<file path="config.mk">
export PLATFORM = sky130hd
export DESIGN_NAME = length_prefixed_record_deframer_unit_flat
export DESIGN_NICKNAME = d
export VERILOG_FILES = /design/src/rtl/lprd_pkg.sv /design/src/rtl/lprd_req_if.sv /design/src/rtl/lprd_rsp_if.sv /design/src/rtl/lprd_front.sv /design/src/rtl/lprd_queue.sv /design/src/rtl/length_prefixed_record_deframer_unit.sv /design/src/flat_wrapper.sv
export SDC_FILE = /design/constraint.sdc
export NUM_CORES = 2
export LEC_CHECK = 0
export BUFFER_PORTS_ARGS = -buffer_cell sky130_fd_sc_hd__buf_2
export CORE_ASPECT_RATIO = 1.1
export CORE_MARGIN = 2
export CORE_UTILIZATION = 25
export DETAILED_ROUTE_END_ITERATION = 8
export PLACE_DENSITY = 0.5
export SYNTH_ARGS = -nofsm -noshare
export SYNTH_HDL_FRONTEND = slang
export SYNTH_SLANG_ARGS = --single-unit
</file>
<file path="constraint.sdc">
create_clock -name clock -period 9.15 [get_ports clock]
set_input_delay 1.83 -clock clock [delete_from_list [all_inputs] [get_ports clock]]
set_output_delay 1.83 -clock clock [all_outputs]
set_load 0.01 [all_outputs]
</file>
<file path="src/rtl/lprd_pkg.sv">
`default_nettype none
package lprd_pkg;

   // command codes on the request channel
   localparam logic [1:0] CMD_DATA       = 2'd0;
   localparam logic [1:0] CMD_CHUNK_END  = 2'd1;
   localparam logic [1:0] CMD_STREAM_END = 2'd2;

   // result kinds
   localparam logic [1:0] KIND_RECORD    = 2'd0;
   localparam logic [1:0] KIND_BOUNDARY  = 2'd1;
   localparam logic [1:0] KIND_TRUNCATED = 2'd2;
   localparam logic [1:0] KIND_CLEAN_END = 2'd3;

   // framing constants
   localparam logic [31:0] SLACK_PER_RECORD     = 32'd64;
   localparam logic [31:0] BATCH_TARGET_DEFAULT = 32'd262144;
   localparam int          PREFIX_BYTES         = 4;

   // queue between front and back
   localparam int QUEUE_DEPTH = 4;
   localparam int QUEUE_PTR_W = $clog2(QUEUE_DEPTH);
   localparam int QUEUE_CNT_W = $clog2(QUEUE_DEPTH + 1);

   // one result item
   typedef struct packed {
      logic [1:0]  kind;
      logic [31:0] payload_offset;
      logic [31:0] payload_length;
      logic [39:0] batch_weight;
      logic [31:0] batch_end_offset;
      logic        last;
   } rsp_entry_type;

   // up to two results per accepted item
   typedef struct packed {
      logic          valid0;
      logic          valid1;
      rsp_entry_type entry0;
      rsp_entry_type entry1;
   } push_type;

endpackage
`default_nettype wire

</file>
<file path="src/rtl/lprd_req_if.sv">
`default_nettype none
interface lprd_req_if;
   logic       valid;
   logic       ready;
   logic [1:0] command;
   logic [7:0] data_byte;

   modport source (output valid, output command, output data_byte, input ready);
   modport sink (input valid, input command, input data_byte, output ready);
endinterface
`default_nettype wire

</file>
<file path="src/rtl/lprd_rsp_if.sv">
`default_nettype none
interface lprd_rsp_if;
   logic        valid;
   logic        ready;
   logic [1:0]  kind;
   logic [31:0] payload_offset;
   logic [31:0] payload_length;
   logic [39:0] batch_weight;
   logic [31:0] batch_end_offset;
   logic        last;

   modport source (output valid, output kind, output payload_offset, output payload_length,
                   output batch_weight, output batch_end_offset, output last, input ready);
   modport sink (input valid, input kind, input payload_offset, input payload_length,
                 input batch_weight, input batch_end_offset, input last, output ready);
endinterface
`default_nettype wire

</file>
<file path="src/rtl/lprd_front.sv">
`default_nettype none
module lprd_front (
   input  wire logic               clock,
   input  wire logic               reset,
   input  wire logic               csr_write_enable,
   input  wire logic [31:0]        csr_write_data,
   lprd_req_if.sink                req_channel,
   input  wire logic               queue_ready,
   output lprd_pkg::push_type      push
);

   // framing state
   logic [2:0]  prefix_count_ff, prefix_count_in;
   logic [31:0] length_shift_ff, length_shift_in;
   logic [31:0] payload_left_ff, payload_left_in;
   logic [31:0] batch_position_ff, batch_position_in;
   logic [31:0] framed_end_ff, framed_end_in;
   logic [39:0] pending_weight_ff, pending_weight_in;
   logic        records_any_ff, records_any_in;
   logic        in_payload_ff, in_payload_in;
   logic [31:0] target_ff;

   logic        accept;
   logic [31:0] pos_inc;
   logic [31:0] shifted_byte;
   logic [31:0] length_new;
   logic [2:0]  prefix_new;
   logic [31:0] left_dec;
   logic [31:0] frame_len;
   logic        do_frame;
   logic [40:0] weight_sum;
   logic [39:0] weight_sat;
   logic        tail;
   lprd_pkg::rsp_entry_type frame_entry, boundary_entry, end_entry;

   assign req_channel.ready = queue_ready;
   assign accept = req_channel.valid & queue_ready;

   // batch target register, zero stands for the default
   always_ff @(posedge clock) begin
      if (reset) begin
         target_ff <= lprd_pkg::BATCH_TARGET_DEFAULT;
      end else if (csr_write_enable) begin
         target_ff <= (csr_write_data == 32'd0) ? lprd_pkg::BATCH_TARGET_DEFAULT
                                                : csr_write_data;
      end
   end

   // place the prefix byte in little-endian order
   always_comb begin
      case (prefix_count_ff[1:0])
         2'd0:    shifted_byte = {24'd0, req_channel.data_byte};
         2'd1:    shifted_byte = {16'd0, req_channel.data_byte, 8'd0};
         2'd2:    shifted_byte = {8'd0, req_channel.data_byte, 16'd0};
         default: shifted_byte = {req_channel.data_byte, 24'd0};
      endcase
   end

   assign pos_inc    = batch_position_ff + 32'd1;
   assign length_new = length_shift_ff | shifted_byte;
   assign prefix_new = prefix_count_ff + 3'd1;
   assign left_dec   = payload_left_ff - 32'd1;
   assign frame_len  = in_payload_ff ? length_shift_ff : length_new;

   // a record completes on its last payload byte or on an empty prefix
   always_comb begin
      if (in_payload_ff) begin
         do_frame = (left_dec == 32'd0);
      end else begin
         do_frame = (prefix_new >= 3'(lprd_pkg::PREFIX_BYTES)) && (length_new == 32'd0);
      end
   end

   // saturating weight of the batch
   assign weight_sum = {1'b0, pending_weight_ff} + {9'd0, frame_len}
                       + {9'd0, lprd_pkg::SLACK_PER_RECORD};
   assign weight_sat = weight_sum[40] ? {40{1'b1}} : weight_sum[39:0];

   assign tail = in_payload_ff | (prefix_count_ff != 3'd0);

   // result items the front may produce
   always_comb begin
      frame_entry                  = '0;
      frame_entry.kind             = lprd_pkg::KIND_RECORD;
      frame_entry.payload_offset   = pos_inc - frame_len;
      frame_entry.payload_length   = frame_len;
      frame_entry.last             = 1'b1;

      boundary_entry                  = '0;
      boundary_entry.kind             = lprd_pkg::KIND_BOUNDARY;
      boundary_entry.batch_weight     = pending_weight_ff;
      boundary_entry.batch_end_offset = framed_end_ff;
      boundary_entry.last             = 1'b1;

      end_entry      = '0;
      end_entry.kind = tail ? lprd_pkg::KIND_TRUNCATED : lprd_pkg::KIND_CLEAN_END;
      end_entry.last = 1'b1;
   end

   // classify the item and work out the next state
   always_comb begin
      prefix_count_in   = prefix_count_ff;
      length_shift_in   = length_shift_ff;
      payload_left_in   = payload_left_ff;
      batch_position_in = batch_position_ff;
      framed_end_in     = framed_end_ff;
      pending_weight_in = pending_weight_ff;
      records_any_in    = records_any_ff;
      in_payload_in     = in_payload_ff;
      push              = '0;

      if (accept) begin
         unique case (req_channel.command)
            lprd_pkg::CMD_DATA: begin
               batch_position_in = pos_inc;
               if (do_frame) begin
                  pending_weight_in = weight_sat;
                  records_any_in    = 1'b1;
                  framed_end_in     = pos_inc;
                  prefix_count_in   = 3'd0;
                  length_shift_in   = 32'd0;
                  payload_left_in   = 32'd0;
                  in_payload_in     = 1'b0;
                  push.valid0       = 1'b1;
                  push.entry0       = frame_entry;
               end else if (in_payload_ff) begin
                  payload_left_in = left_dec;
               end else begin
                  length_shift_in = length_new;
                  prefix_count_in = prefix_new;
                  if (prefix_new >= 3'(lprd_pkg::PREFIX_BYTES)) begin
                     in_payload_in   = 1'b1;
                     payload_left_in = length_new;
                  end
               end
            end
            lprd_pkg::CMD_CHUNK_END: begin
               if (pending_weight_ff >= {8'd0, target_ff}) begin
                  batch_position_in = batch_position_ff - framed_end_ff;
                  framed_end_in     = 32'd0;
                  pending_weight_in = 40'd0;
                  records_any_in    = 1'b0;
                  push.valid0       = 1'b1;
                  push.entry0       = boundary_entry;
               end
            end
            lprd_pkg::CMD_STREAM_END: begin
               prefix_count_in   = 3'd0;
               length_shift_in   = 32'd0;
               payload_left_in   = 32'd0;
               batch_position_in = 32'd0;
               framed_end_in     = 32'd0;
               pending_weight_in = 40'd0;
               records_any_in    = 1'b0;
               in_payload_in     = 1'b0;
               push.valid0       = 1'b1;
               if (records_any_ff) begin
                  push.entry0      = boundary_entry;
                  push.entry0.last = 1'b0;
                  push.valid1      = 1'b1;
                  push.entry1      = end_entry;
               end else begin
                  push.entry0 = end_entry;
               end
            end
            default: begin
               // unused command, ignored
            end
         endcase
      end
   end

   // state registers
   always_ff @(posedge clock) begin
      if (reset) begin
         prefix_count_ff   <= 3'd0;
         length_shift_ff   <= 32'd0;
         payload_left_ff   <= 32'd0;
         batch_position_ff <= 32'd0;
         framed_end_ff     <= 32'd0;
         pending_weight_ff <= 40'd0;
         records_any_ff    <= 1'b0;
         in_payload_ff     <= 1'b0;
      end else begin
         prefix_count_ff   <= prefix_count_in;
         length_shift_ff   <= length_shift_in;
         payload_left_ff   <= payload_left_in;
         batch_position_ff <= batch_position_in;
         framed_end_ff     <= framed_end_in;
         pending_weight_ff <= pending_weight_in;
         records_any_ff    <= records_any_in;
         in_payload_ff     <= in_payload_in;
      end
   end

endmodule
`default_nettype wire

</file>
<file path="src/rtl/lprd_queue.sv">
`default_nettype none
module lprd_queue (
   input  wire logic               clock,
   input  wire logic               reset,
   input  wire lprd_pkg::push_type push,
   output logic                    queue_ready,
   lprd_rsp_if.source              rsp_channel
);

   lprd_pkg::rsp_entry_type entries_ff [lprd_pkg::QUEUE_DEPTH];
   logic [lprd_pkg::QUEUE_PTR_W-1:0] wr_ptr_ff, wr_ptr_in;
   logic [lprd_pkg::QUEUE_PTR_W-1:0] rd_ptr_ff, rd_ptr_in;
   logic [lprd_pkg::QUEUE_CNT_W-1:0] count_ff, count_in;
   logic [lprd_pkg::QUEUE_PTR_W-1:0] wr_ptr_next;
   logic [lprd_pkg::QUEUE_CNT_W-1:0] push_count;
   logic                             pop;
   lprd_pkg::rsp_entry_type          head;

   // room for the two results an item may bring
   assign queue_ready = (count_ff <= lprd_pkg::QUEUE_CNT_W'(lprd_pkg::QUEUE_DEPTH - 2));

   assign pop         = (count_ff != '0) & rsp_channel.ready;
   assign push_count  = lprd_pkg::QUEUE_CNT_W'(push.valid0)
                        + lprd_pkg::QUEUE_CNT_W'(push.valid1);
   assign wr_ptr_next = wr_ptr_ff + lprd_pkg::QUEUE_PTR_W'(1);

   // pointer and fill count update
   always_comb begin
      wr_ptr_in = wr_ptr_ff + lprd_pkg::QUEUE_PTR_W'(push_count);
      rd_ptr_in = rd_ptr_ff + lprd_pkg::QUEUE_PTR_W'(pop);
      count_in  = count_ff + push_count - lprd_pkg::QUEUE_CNT_W'(pop);
   end

   always_ff @(posedge clock) begin
      if (reset) begin
         wr_ptr_ff <= '0;
         rd_ptr_ff <= '0;
         count_ff  <= '0;
      end else begin
         wr_ptr_ff <= wr_ptr_in;
         rd_ptr_ff <= rd_ptr_in;
         count_ff  <= count_in;
      end
   end

   // entry storage
   always_ff @(posedge clock) begin
      if (push.valid0) begin
         entries_ff[wr_ptr_ff] <= push.entry0;
      end
      if (push.valid1) begin
         entries_ff[wr_ptr_next] <= push.entry1;
      end
   end

   // head of the queue drives the result channel
   assign head                         = entries_ff[rd_ptr_ff];
   assign rsp_channel.valid            = (count_ff != '0);
   assign rsp_channel.kind             = head.kind;
   assign rsp_channel.payload_offset   = head.payload_offset;
   assign rsp_channel.payload_length   = head.payload_length;
   assign rsp_channel.batch_weight     = head.batch_weight;
   assign rsp_channel.batch_end_offset = head.batch_end_offset;
   assign rsp_channel.last             = head.last;

endmodule
`default_nettype wire

</file>
<file path="src/rtl/length_prefixed_record_deframer_unit.sv">
// Length-prefixed record deframer.
// req_channel carries one item per handshake: a record-region byte, a chunk
// end or a stream end. Records are a 4-byte little-endian length followed by
// that many payload bytes. rsp_channel returns a framed-record item when a
// record's last byte arrives, a batch boundary at a chunk end once the batch
// weight reaches the target, and at stream end a final boundary (if records
// are pending) plus a truncated or clean end item; last marks the final item
// caused by one request item.
// csr_write_enable/csr_write_data set the batch target (zero means 262144);
// write it only while the block is idle.
// Throughput: one request item per cycle while the queue has room for two
// results. A stream end that yields two items takes two result handshakes.
// Results are registered in the four-entry queue between the framing front
// end and the result port.
// Reset (synchronous, active high) clears framing state and the queue and
// restores the default target. When the receiver stalls, results wait in the
// queue and requests keep flowing until fewer than two entries are free.
`default_nettype none
module length_prefixed_record_deframer_unit (
   input  wire logic        clock,
   input  wire logic        reset,
   input  wire logic        csr_write_enable,
   input  wire logic [31:0] csr_write_data,
   lprd_req_if.sink         req_channel,
   lprd_rsp_if.source       rsp_channel
);

   lprd_pkg::push_type push;
   logic               queue_ready;

   // framing front end
   lprd_front u_front (
      .clock            (clock),
      .reset            (reset),
      .csr_write_enable (csr_write_enable),
      .csr_write_data   (csr_write_data),
      .req_channel      (req_channel),
      .queue_ready      (queue_ready),
      .push             (push)
   );

   // result queue and output port
   lprd_queue u_queue (
      .clock       (clock),
      .reset       (reset),
      .push        (push),
      .queue_ready (queue_ready),
      .rsp_channel (rsp_channel)
   );

endmodule
`default_nettype wire

</file>
<file path="src/flat_wrapper.sv">
// flat-port wrapper written by rule: the top's interface ports become plain ports
module length_prefixed_record_deframer_unit_flat 
  (clock, reset, csr_write_enable, csr_write_data, req_channel_valid, req_channel_command, req_channel_data_byte, req_channel_ready, rsp_channel_valid, rsp_channel_kind, rsp_channel_payload_offset, rsp_channel_payload_length, rsp_channel_batch_weight, rsp_channel_batch_end_offset, rsp_channel_last, rsp_channel_ready);
  lprd_req_if req_channel_i ();
  lprd_rsp_if rsp_channel_i ();
  input  wire logic clock;
  input  wire logic reset;
  input  wire logic csr_write_enable;
  input  wire logic [31:0] csr_write_data;
  input wire logic [$bits(req_channel_i.valid)-1:0] req_channel_valid;
  input wire logic [$bits(req_channel_i.command)-1:0] req_channel_command;
  input wire logic [$bits(req_channel_i.data_byte)-1:0] req_channel_data_byte;
  output wire logic [$bits(req_channel_i.ready)-1:0] req_channel_ready;
  output wire logic [$bits(rsp_channel_i.valid)-1:0] rsp_channel_valid;
  output wire logic [$bits(rsp_channel_i.kind)-1:0] rsp_channel_kind;
  output wire logic [$bits(rsp_channel_i.payload_offset)-1:0] rsp_channel_payload_offset;
  output wire logic [$bits(rsp_channel_i.payload_length)-1:0] rsp_channel_payload_length;
  output wire logic [$bits(rsp_channel_i.batch_weight)-1:0] rsp_channel_batch_weight;
  output wire logic [$bits(rsp_channel_i.batch_end_offset)-1:0] rsp_channel_batch_end_offset;
  output wire logic [$bits(rsp_channel_i.last)-1:0] rsp_channel_last;
  input wire logic [$bits(rsp_channel_i.ready)-1:0] rsp_channel_ready;
  assign req_channel_i.valid = req_channel_valid;
  assign req_channel_i.command = req_channel_command;
  assign req_channel_i.data_byte = req_channel_data_byte;
  assign req_channel_ready = req_channel_i.ready;
  assign rsp_channel_valid = rsp_channel_i.valid;
  assign rsp_channel_kind = rsp_channel_i.kind;
  assign rsp_channel_payload_offset = rsp_channel_i.payload_offset;
  assign rsp_channel_payload_length = rsp_channel_i.payload_length;
  assign rsp_channel_batch_weight = rsp_channel_i.batch_weight;
  assign rsp_channel_batch_end_offset = rsp_channel_i.batch_end_offset;
  assign rsp_channel_last = rsp_channel_i.last;
  assign rsp_channel_i.ready = rsp_channel_ready;
  length_prefixed_record_deframer_unit u_core (.clock(clock), .reset(reset), .csr_write_enable(csr_write_enable), .csr_write_data(csr_write_data), .req_channel(req_channel_i), .rsp_channel(rsp_channel_i));
endmodule
</file>
# After elaboration in Yosys (flattened, before gate mapping)
# Memory sizes are Yosys's and may differ from the RTL's. A register that Yosys moved wholly into a read port is not among the register bits.
# Index checks and enable logic that the tools add are counted.
# Widths: inputs -> output; s select.
[word_totals] ff_bits=212 ramBits=556 input_bits=47 out_inout_bits=141 elab_cells=103 mem_count=1
[classes] add_sub_neg=13 order_cmp=3 n_eq_ne=8 n_mux=47 bitwise=4 n_reduce_logical=15
[mem_list] name="u_core.u_queue.entries_ff" depth=4 width=139 read_ports=1 rd_clocked_by_memory_dff=1 wr=2 line="lprd_queue.sv:10" rtl="lprd_pkg::rsp_entry_type entries_ff [lprd_pkg::QUEUE_DEPTH];"
[ops] op="$mux 139" n=3
[ops] op="$pmux 139 s3" n=1
[ops] op="$mux 32" n=9
[ops] op="$pmux 32 s3" n=3
[ops] op="$mux 280" n=1
[ops] op="$mux 138" n=1
[ops] op="$mux 137" n=1
[ops] op="$pmux 32 s2" n=2
[ops] op="$mux 40" n=3
[ops] op="$pmux 40 s3" n=1
[ops] op="$logic_not 32->1" n=3
[ops] op="$sub 32x32->32" n=2
[ops] op="$add 40x32->41" n=1
[ops] op="$add 41x7->41 const B" n=1
[ops] op="$ge 40x32->1" n=1
[ops] op="$add 32x1->32 const B" n=1
[ops] op="$or 32x32->32" n=1
[ops] op="$sub 32x1->32 const B" n=1
[ops] op="$mux 1" n=15
[ops] op="$reduce_and 3->1" n=3
[ops] op="$reduce_bool 3->1" n=3
[ops] op="$mux 3" n=2
[ops] op="$pmux 1 s3" n=2
[ops] op="$pmux 3 s2" n=1
[ops] op="other kinds (23)" n=28

# Logic depth before layout (Yosys ltp)
[depth] ltp_word=12 ltp_mapped=23 mapped_depth_nobuf=20

# By module
# A second synthesis with hierarchy kept.
[hier_totals] hier_cells=3790 hier_area_um2=45185.8
[by_module_without_submodules] mod="lprd_queue" instances=1 cells_per_inst=1388 area_per_inst_um2=26997.1 seq_area_each_um2=16836.1
[by_module_without_submodules] mod="lprd_front" instances=1 cells_per_inst=2402 area_per_inst_um2=18188.7 seq_area_each_um2=4103.9

# Worst setup path after synthesis
# OpenSTA, ideal clock, no wires.
[synth_timing] path_type="in2reg" start="input port req_channel_data_byte[7]" end="register u_core.u_queue.count_ff[2] in the netlist's numbering" setup_time_ns=0.128 arrival_ns=5.237 required_time_ns=9.022 slack_ns=3.786 stages=21 n_path_buf=3 path_cell_list="clkbuf_1 > o22ai_1 > o22a_1 > nand4_1 > nor3_1 > nand3_1 > o21ai_4 > a211oi_1 > clkbuf_1 > buf_2 > nor2_1 > ha_1 > inv_1 > ha_1 > inv_1 > ha_1 > inv_1 > fa_1 > xnor2_1 > xnor2_1 > nor2_1"
[synth_between] elab_chain_cells=11
[synth_rtl] element="from (decl)" line="flat_wrapper.sv:12" rtl="input wire logic [$bits(req_channel_i.data_byte)-1:0] req_channel_data_byte;"
[synth_rtl] element="$pmux 32 s3" line="lprd_front.sv:51" rtl="case (prefix_count_ff[1:0])"
[synth_rtl] element="$or 32x32->32" line="lprd_front.sv:60" rtl="assign length_new = length_shift_ff | shifted_byte;"
[synth_rtl] element="$logic_not 32->1" line="lprd_front.sv:70" rtl="do_frame = (prefix_new >= 3'(lprd_pkg::PREFIX_BYTES)) && (length_new == 32'd0);"
[synth_rtl] element="$logic_and 1x1->1" line="lprd_front.sv:70"
[synth_rtl] element="$mux 1" line="lprd_front.sv:67" rtl="if (in_payload_ff) begin"
[synth_rtl] element="$mux 1" line="lprd_front.sv:116" rtl="if (do_frame) begin"
[synth_rtl] element="$pmux 1 s3" line="lprd_front.sv:113" rtl="unique case (req_channel.command)"
[synth_rtl] element="$mux 280" line="lprd_front.sv:112" rtl="if (accept) begin"
[synth_rtl] element="$add 1x1->2" line="lprd_queue.sv:24" rtl="+ lprd_pkg::QUEUE_CNT_W'(push.valid1);"
[synth_rtl] element="$add 3x2->3" line="lprd_queue.sv:31" rtl="count_in = count_ff + push_count - lprd_pkg::QUEUE_CNT_W'(pop);"
[synth_rtl] element="$sub 3x1->3" line="lprd_queue.sv:31"
[synth_rtl] element="to (signal assigned)" line="lprd_queue.sv:42" rtl="count_ff <= count_in;"
[synth_rtl] element="to (decl)" line="lprd_queue.sv:13" rtl="logic [lprd_pkg::QUEUE_CNT_W-1:0] count_ff, count_in;"
# No other way between the ends.
# A chain may end at the register's enable or synchronous reset.

==> flow_results.org <==
** Pwr
- The share of total power dissipated in sequential elements is around two fifths.
- Combinational cells account for 21.1% of the total power.
- In this run the power spent charging and discharging nets is ~2.8 mW.
- Clock power share :: between 40 and 50%
- Dividing total power by cell area gives a power density of 204 nW/um^2.
- Worst voltage drop across the vdd grid :: between 0.15 and 0.2 mV
- Cell internal power was estimated by the tool at ~6.3 mW.
- Proportion of total power due to net switching :: a little under a third
- The design draws between 9 and 10 mW.
- Summed over all cells, the static leakage comes to 18.9 nW.

** Placed design
- Hpwl dp :: around 95 mm
- Placed inst area :: 41900 um^2
- Timing analysis after detailed placement gives a worst setup slack of approximately 2800 ps.
- In this run the tool buffered the top-level ports with ~190 buffer cells.
- Final weighted congestion of routability-driven global placement :: about 0.89

** Die
- Top-level port count :: 188
- The initial utilization of the core area, before any placement, comes to ~25%.
- Floorplan Core Area :: ~160000 um^2
- The die covers 159000 um^2.
- Measured along the x axis, the die boundary spans ~380 um.
- Std cell rows :: approximately 150
- Die Y-Extent :: ~420 um

** Yosys
- Sequential elements use about two fifths of the synthesized area.
- In the synthesized netlist the dominant register cell turns out to be sky130_fd_sc_hd__dfxtp_1.
- Commonest cells post-synth :: sky130_fd_sc_hd__dfxtp_1 (756), sky130_fd_sc_hd__nand2_1 (472), sky130_fd_sc_hd__mux2i_1 (319), sky130_fd_sc_hd__nor2_1 (246), sky130_fd_sc_hd__a22o_1 (245)
- Yosys printed 0 warnings.
- Register bit total from synthesis :: 768
- Largest area contributor in the netlist :: sky130_fd_sc_hd__dfxtp_1
- Number of unique standard cell types used by synthesis :: between 80 and 90
- Synthesis produced just over 4000 cells.
- Post-synthesis average cell area :: 9.66 um^2
- Largest cells by area after synthesis :: sky130_fd_sc_hd__dfxtp_1 (39%), sky130_fd_sc_hd__mux2i_1 (8.2%), sky130_fd_sc_hd__mux4_2 (8.0%), sky130_fd_sc_hd__ha_1 (5.6%), sky130_fd_sc_hd__a22o_1 (5.5%)
- In this run the cell area of the synthesized design comes to 39000 um^2.
- Share of synthesized registers carrying an async set or reset :: 0%
- Synthesis produced a netlist with a net count of 4265.
- The top cell type by area accounts for between 30% and 40% of the synthesized area.
- The synthesized design contains 12 enable-type register cells.
- Among all cell types in the netlist, the one instantiated most often is sky130_fd_sc_hd__dfxtp_1.

** Layout
- Area growth from synthesis to layout :: 15.1%
- With fillers left out, the area of the finished cells amounts to 44900 um^2.
- Filler cell count :: about 16000
- For this run, the post-layout net count is around 4300.
- Share of cells above drive strength 1 :: 13.6%

** STA
- Setup clock skew after layout :: roughly 50 ps
- Timing would allow up to roughly 160 MHz.
- Unrepaired setup endpoints after global routing :: false
- The max-slew violation total from the final report was 0.
- Final hold vios :: 0
- Measured against its own limit, the worst slew margin works out to a little under a fifth.
- Setup violations remaining at the end of the flow were counted as 0.
- On the final layout, the worst hold slack is about 460 ps.
- Minimum clock period after layout :: roughly 6100 ps
- Part of the cycle the worst path needs :: between 60% and 70%
- For the pin with the worst max-slew slack, the measured transition is roughly 1200 ps.
- For the final routed database, the setup TNS stands at 0 ps.
- In the post-route analysis, the smallest setup slack over all paths is ~3000 ps.

** Route
- After the first detailed-routing iteration, the DRC count stood at between 2000 and 2500.
- Via Count :: roughly 32000
- Number of design rule violations left after detail routing :: 0
- Via/cell ratio :: just over 5
- Number of optimization iterations in the first detailed-route pass :: 6
- After detailed routing, the average wire length per cell comes to approximately 22 um.
- Detailed-route wire length :: approximately 140 mm
- Antenna viol nets, final :: 0

** Clock network
- TritonCTS Buffers :: a little under 90
- For this design, the CTS-stage hold fixing added 0 buffers.
- In this run the deepest clock path goes through 3 buffers.
- Gates resized during post-CTS repair numbered 0.
- TritonCTS built the clock tree.
- The tree is rooted in a sky130_fd_sc_hd__clkbuf_16.
- Setup Fix Bufs, Post-CTS :: 0
- Clock slew at reported path FFs :: 60 ps
- The H-tree generated during clock tree synthesis spans 3 levels.
- Clock sinks :: 768
- Clk_lat worst skew :: between 600 and 700 ps

** Worst setup path
- The worst setup path is captured at a flip-flop.
- The worst setup path is of the flip-flop to flip-flop kind.
- For the worst setup path, the data required time is between 9000 and 10000 ps.
- Critical Path Start Type :: flip-flop
- In this run the register-to-register setup slack is roughly 3000 ps.
- Reg2reg end :: u_core.u_queue.entries_ff[1][52]$_SDFFE_PP0P_
- The startpoint identified for the worst register-to-register timing path is u_core.u_front.payload_left_ff[0]$_SDFFE_PP0P_.
- Critical path data arrival time :: ~6600 ps
- Maximum fanout count along the critical path :: 50
- The number of cells on the worst reg-to-reg path is 13.

** Global routing
- Global routing usage summed across all routing layers :: 16.6%
- Vias in the first global route :: slightly above 30000
- Wire length of the first global-routing pass :: about 200 mm
- Initial antenna violation count :: 15
- Largest net degree at the start of global routing :: about 80
- Total gr overflow :: 0

** Min path
- Start point of the worst min-delay path :: u_core.u_queue.entries_ff[2][49]$_SDFFE_PP0P_
- For hold timing, the worst endpoint is u_core.u_queue.entries_ff[2][49]$_SDFFE_PP0P_.
- Min-delay worst type :: flip-flop to flip-flop
- The worst hold path was traced through 2 stages.

** Status
- Outcome :: complete, no violations

** Flow run
- Max-capacitance violation count :: 0
-- stage by stage --
step,utilization (%),std cells
2_1_floorplan,-,4038
3_3_place_gp,26.9,6055
3_5_place_dp,26.9,6055
4_1_cts,28.9,6212
5_1_grt,28.9,6214
6_report,28.9,6216
-- layout make-up --
cell class	instances	area (um^2)	share of cell area, %
multi-input combinational	2823	21900	48.8
sequential	768	15500	34.5
tap	2079	2600	5.79
clock buffer	123	2550	5.68
timing repair buffer	232	1290	2.87
inverter	153	574	1.28
clock inverter	34	480	1.07
antenna	4	10.0	0.0223
-- critical path, cell delays in order (launching register included) --
cell and delay, ps:
sky130_fd_sc_hd__dfxtp_1 380, sky130_fd_sc_hd__inv_1 80, sky130_fd_sc_hd__ha_1 270, sky130_fd_sc_hd__nor4b_2 590, sky130_fd_sc_hd__nand2_1 270, sky130_fd_sc_hd__or4_1 530, sky130_fd_sc_hd__a21bo_1 200, sky130_fd_sc_hd__or4_4 480
sky130_fd_sc_hd__o21ai_4 360, sky130_fd_sc_hd__a211o_1 780, sky130_fd_sc_hd__buf_4 470, sky130_fd_sc_hd__nand3_4 550, sky130_fd_sc_hd__buf_4 650, sky130_fd_sc_hd__mux2i_1 230
-- power by group through the flow --
stage	clock network (mW)	registers (mW)	logic (mW)
floorplan	0	3.51	1.44
global placement	0	3.60	1.92
detailed placement	0	3.60	1.92
CTS	3.78	3.53	1.93
global route	3.91	3.54	2.10
finish	3.70	3.52	1.93
-- worst max-delay path by stage --
stage                                                    from                                                 to  slack (ps)
5_1_grt             u_core.u_front.in_payload_ff$_SDFFE_PP0P_  u_core.u_front.pending_weight_ff[33]$_SDFFE_PP0P_        2630
2_1_floorplan                        req_channel_data_byte[7]              u_core.u_queue.count_ff[2]$_SDFF_PP0_        3790
3_3_place_gp                         req_channel_data_byte[3]  u_core.u_front.pending_weight_ff[33]$_SDFFE_PP0P_        2850
3_5_place_dp                         req_channel_data_byte[3]  u_core.u_front.pending_weight_ff[33]$_SDFFE_PP0P_        2830
6_report       u_core.u_front.payload_left_ff[0]$_SDFFE_PP0P_      u_core.u_queue.entries_ff[1][52]$_SDFFE_PP0P_        3010
4_1_cts        u_core.u_front.payload_left_ff[0]$_SDFFE_PP0P_          u_core.u_queue.entries_ff[1][0]$_DFFE_PP_        3090
-- layer usage --
layer,vias to the layer above,wire [um],global-route usage [%]
met5,-,101,0
met4,14,3030,4.43
met3,167,8170,2.93
met2,903,63200,26.9
met1,15800,62600,22.7
li1,14900,-,-
-- state kept, by name, summed over array words and instances, names as in the netlist --
name / flops
u_core.u_front.length_shift_ff: 32
u_core.u_queue.count_ff: 3
u_core.u_queue.wr_ptr_ff: 2
u_core.u_queue.entries_ff: 556
u_core.u_front.pending_weight_ff: 40
u_core.u_front.framed_end_ff: 32
u_core.u_front.payload_left_ff: 32
u_core.u_front.in_payload_ff: 1
u_core.u_front.batch_position_ff: 32
u_core.u_queue.rd_ptr_ff: 2
u_core.u_front.records_any_ff: 1
u_core.u_front.prefix_count_ff: 3
u_core.u_front.target_ff: 32
-- cells in the final DEF (no fill, tap or decap), drive strengths merged, types with 10 or more instances in the layout --
| cell type | n |
|---|---|
| a211oi | 83 |
| a21o | 41 |
| a21oi | 220 |
| a22o | 245 |
| a31oi | 29 |
| and2 | 32 |
| and3 | 19 |
| buf | 232 |
| clkbuf | 123 |
| clkinv | 23 |
| dfxtp | 756 |
| edfxtp | 12 |
| ha | 176 |
| inv | 152 |
| mux2i | 319 |
| mux4 | 139 |
| nand2 | 472 |
| nand2b | 15 |
| nand3 | 48 |
| nand4 | 66 |
| nor2 | 246 |
| nor2b | 47 |
| nor3 | 52 |
| nor4 | 25 |
| o211ai | 18 |
| o21a | 20 |
| o21ai | 98 |
| o22ai | 10 |
| o2bb2ai | 59 |
| o311ai | 10 |
| o31ai | 49 |
| or2 | 11 |
| or3 | 10 |
| or4 | 13 |
| xnor2 | 77 |
| xor2 | 56 |
-- logic make-up (layout without fill, tap and decap cells) --
| logic type | after synthesis | count (layout) | share of synthesized area, % |
|---|---|---|---|
| flops | 768 | 768 | 39.7 |
| other cells | 0 | 4 | 0 |
| xor+xnor | 133 | 133 | 2.99 |
| compound gates | 975 | 975 | 18.0 |
| mux | 459 | 459 | 16.2 |
| buf+inv | 447 | 542 | 4.66 |
| fa+ha+maj | 180 | 180 | 5.85 |
| simple gates | 1076 | 1076 | 12.5 |
Power figures use the tool's default switching activity.
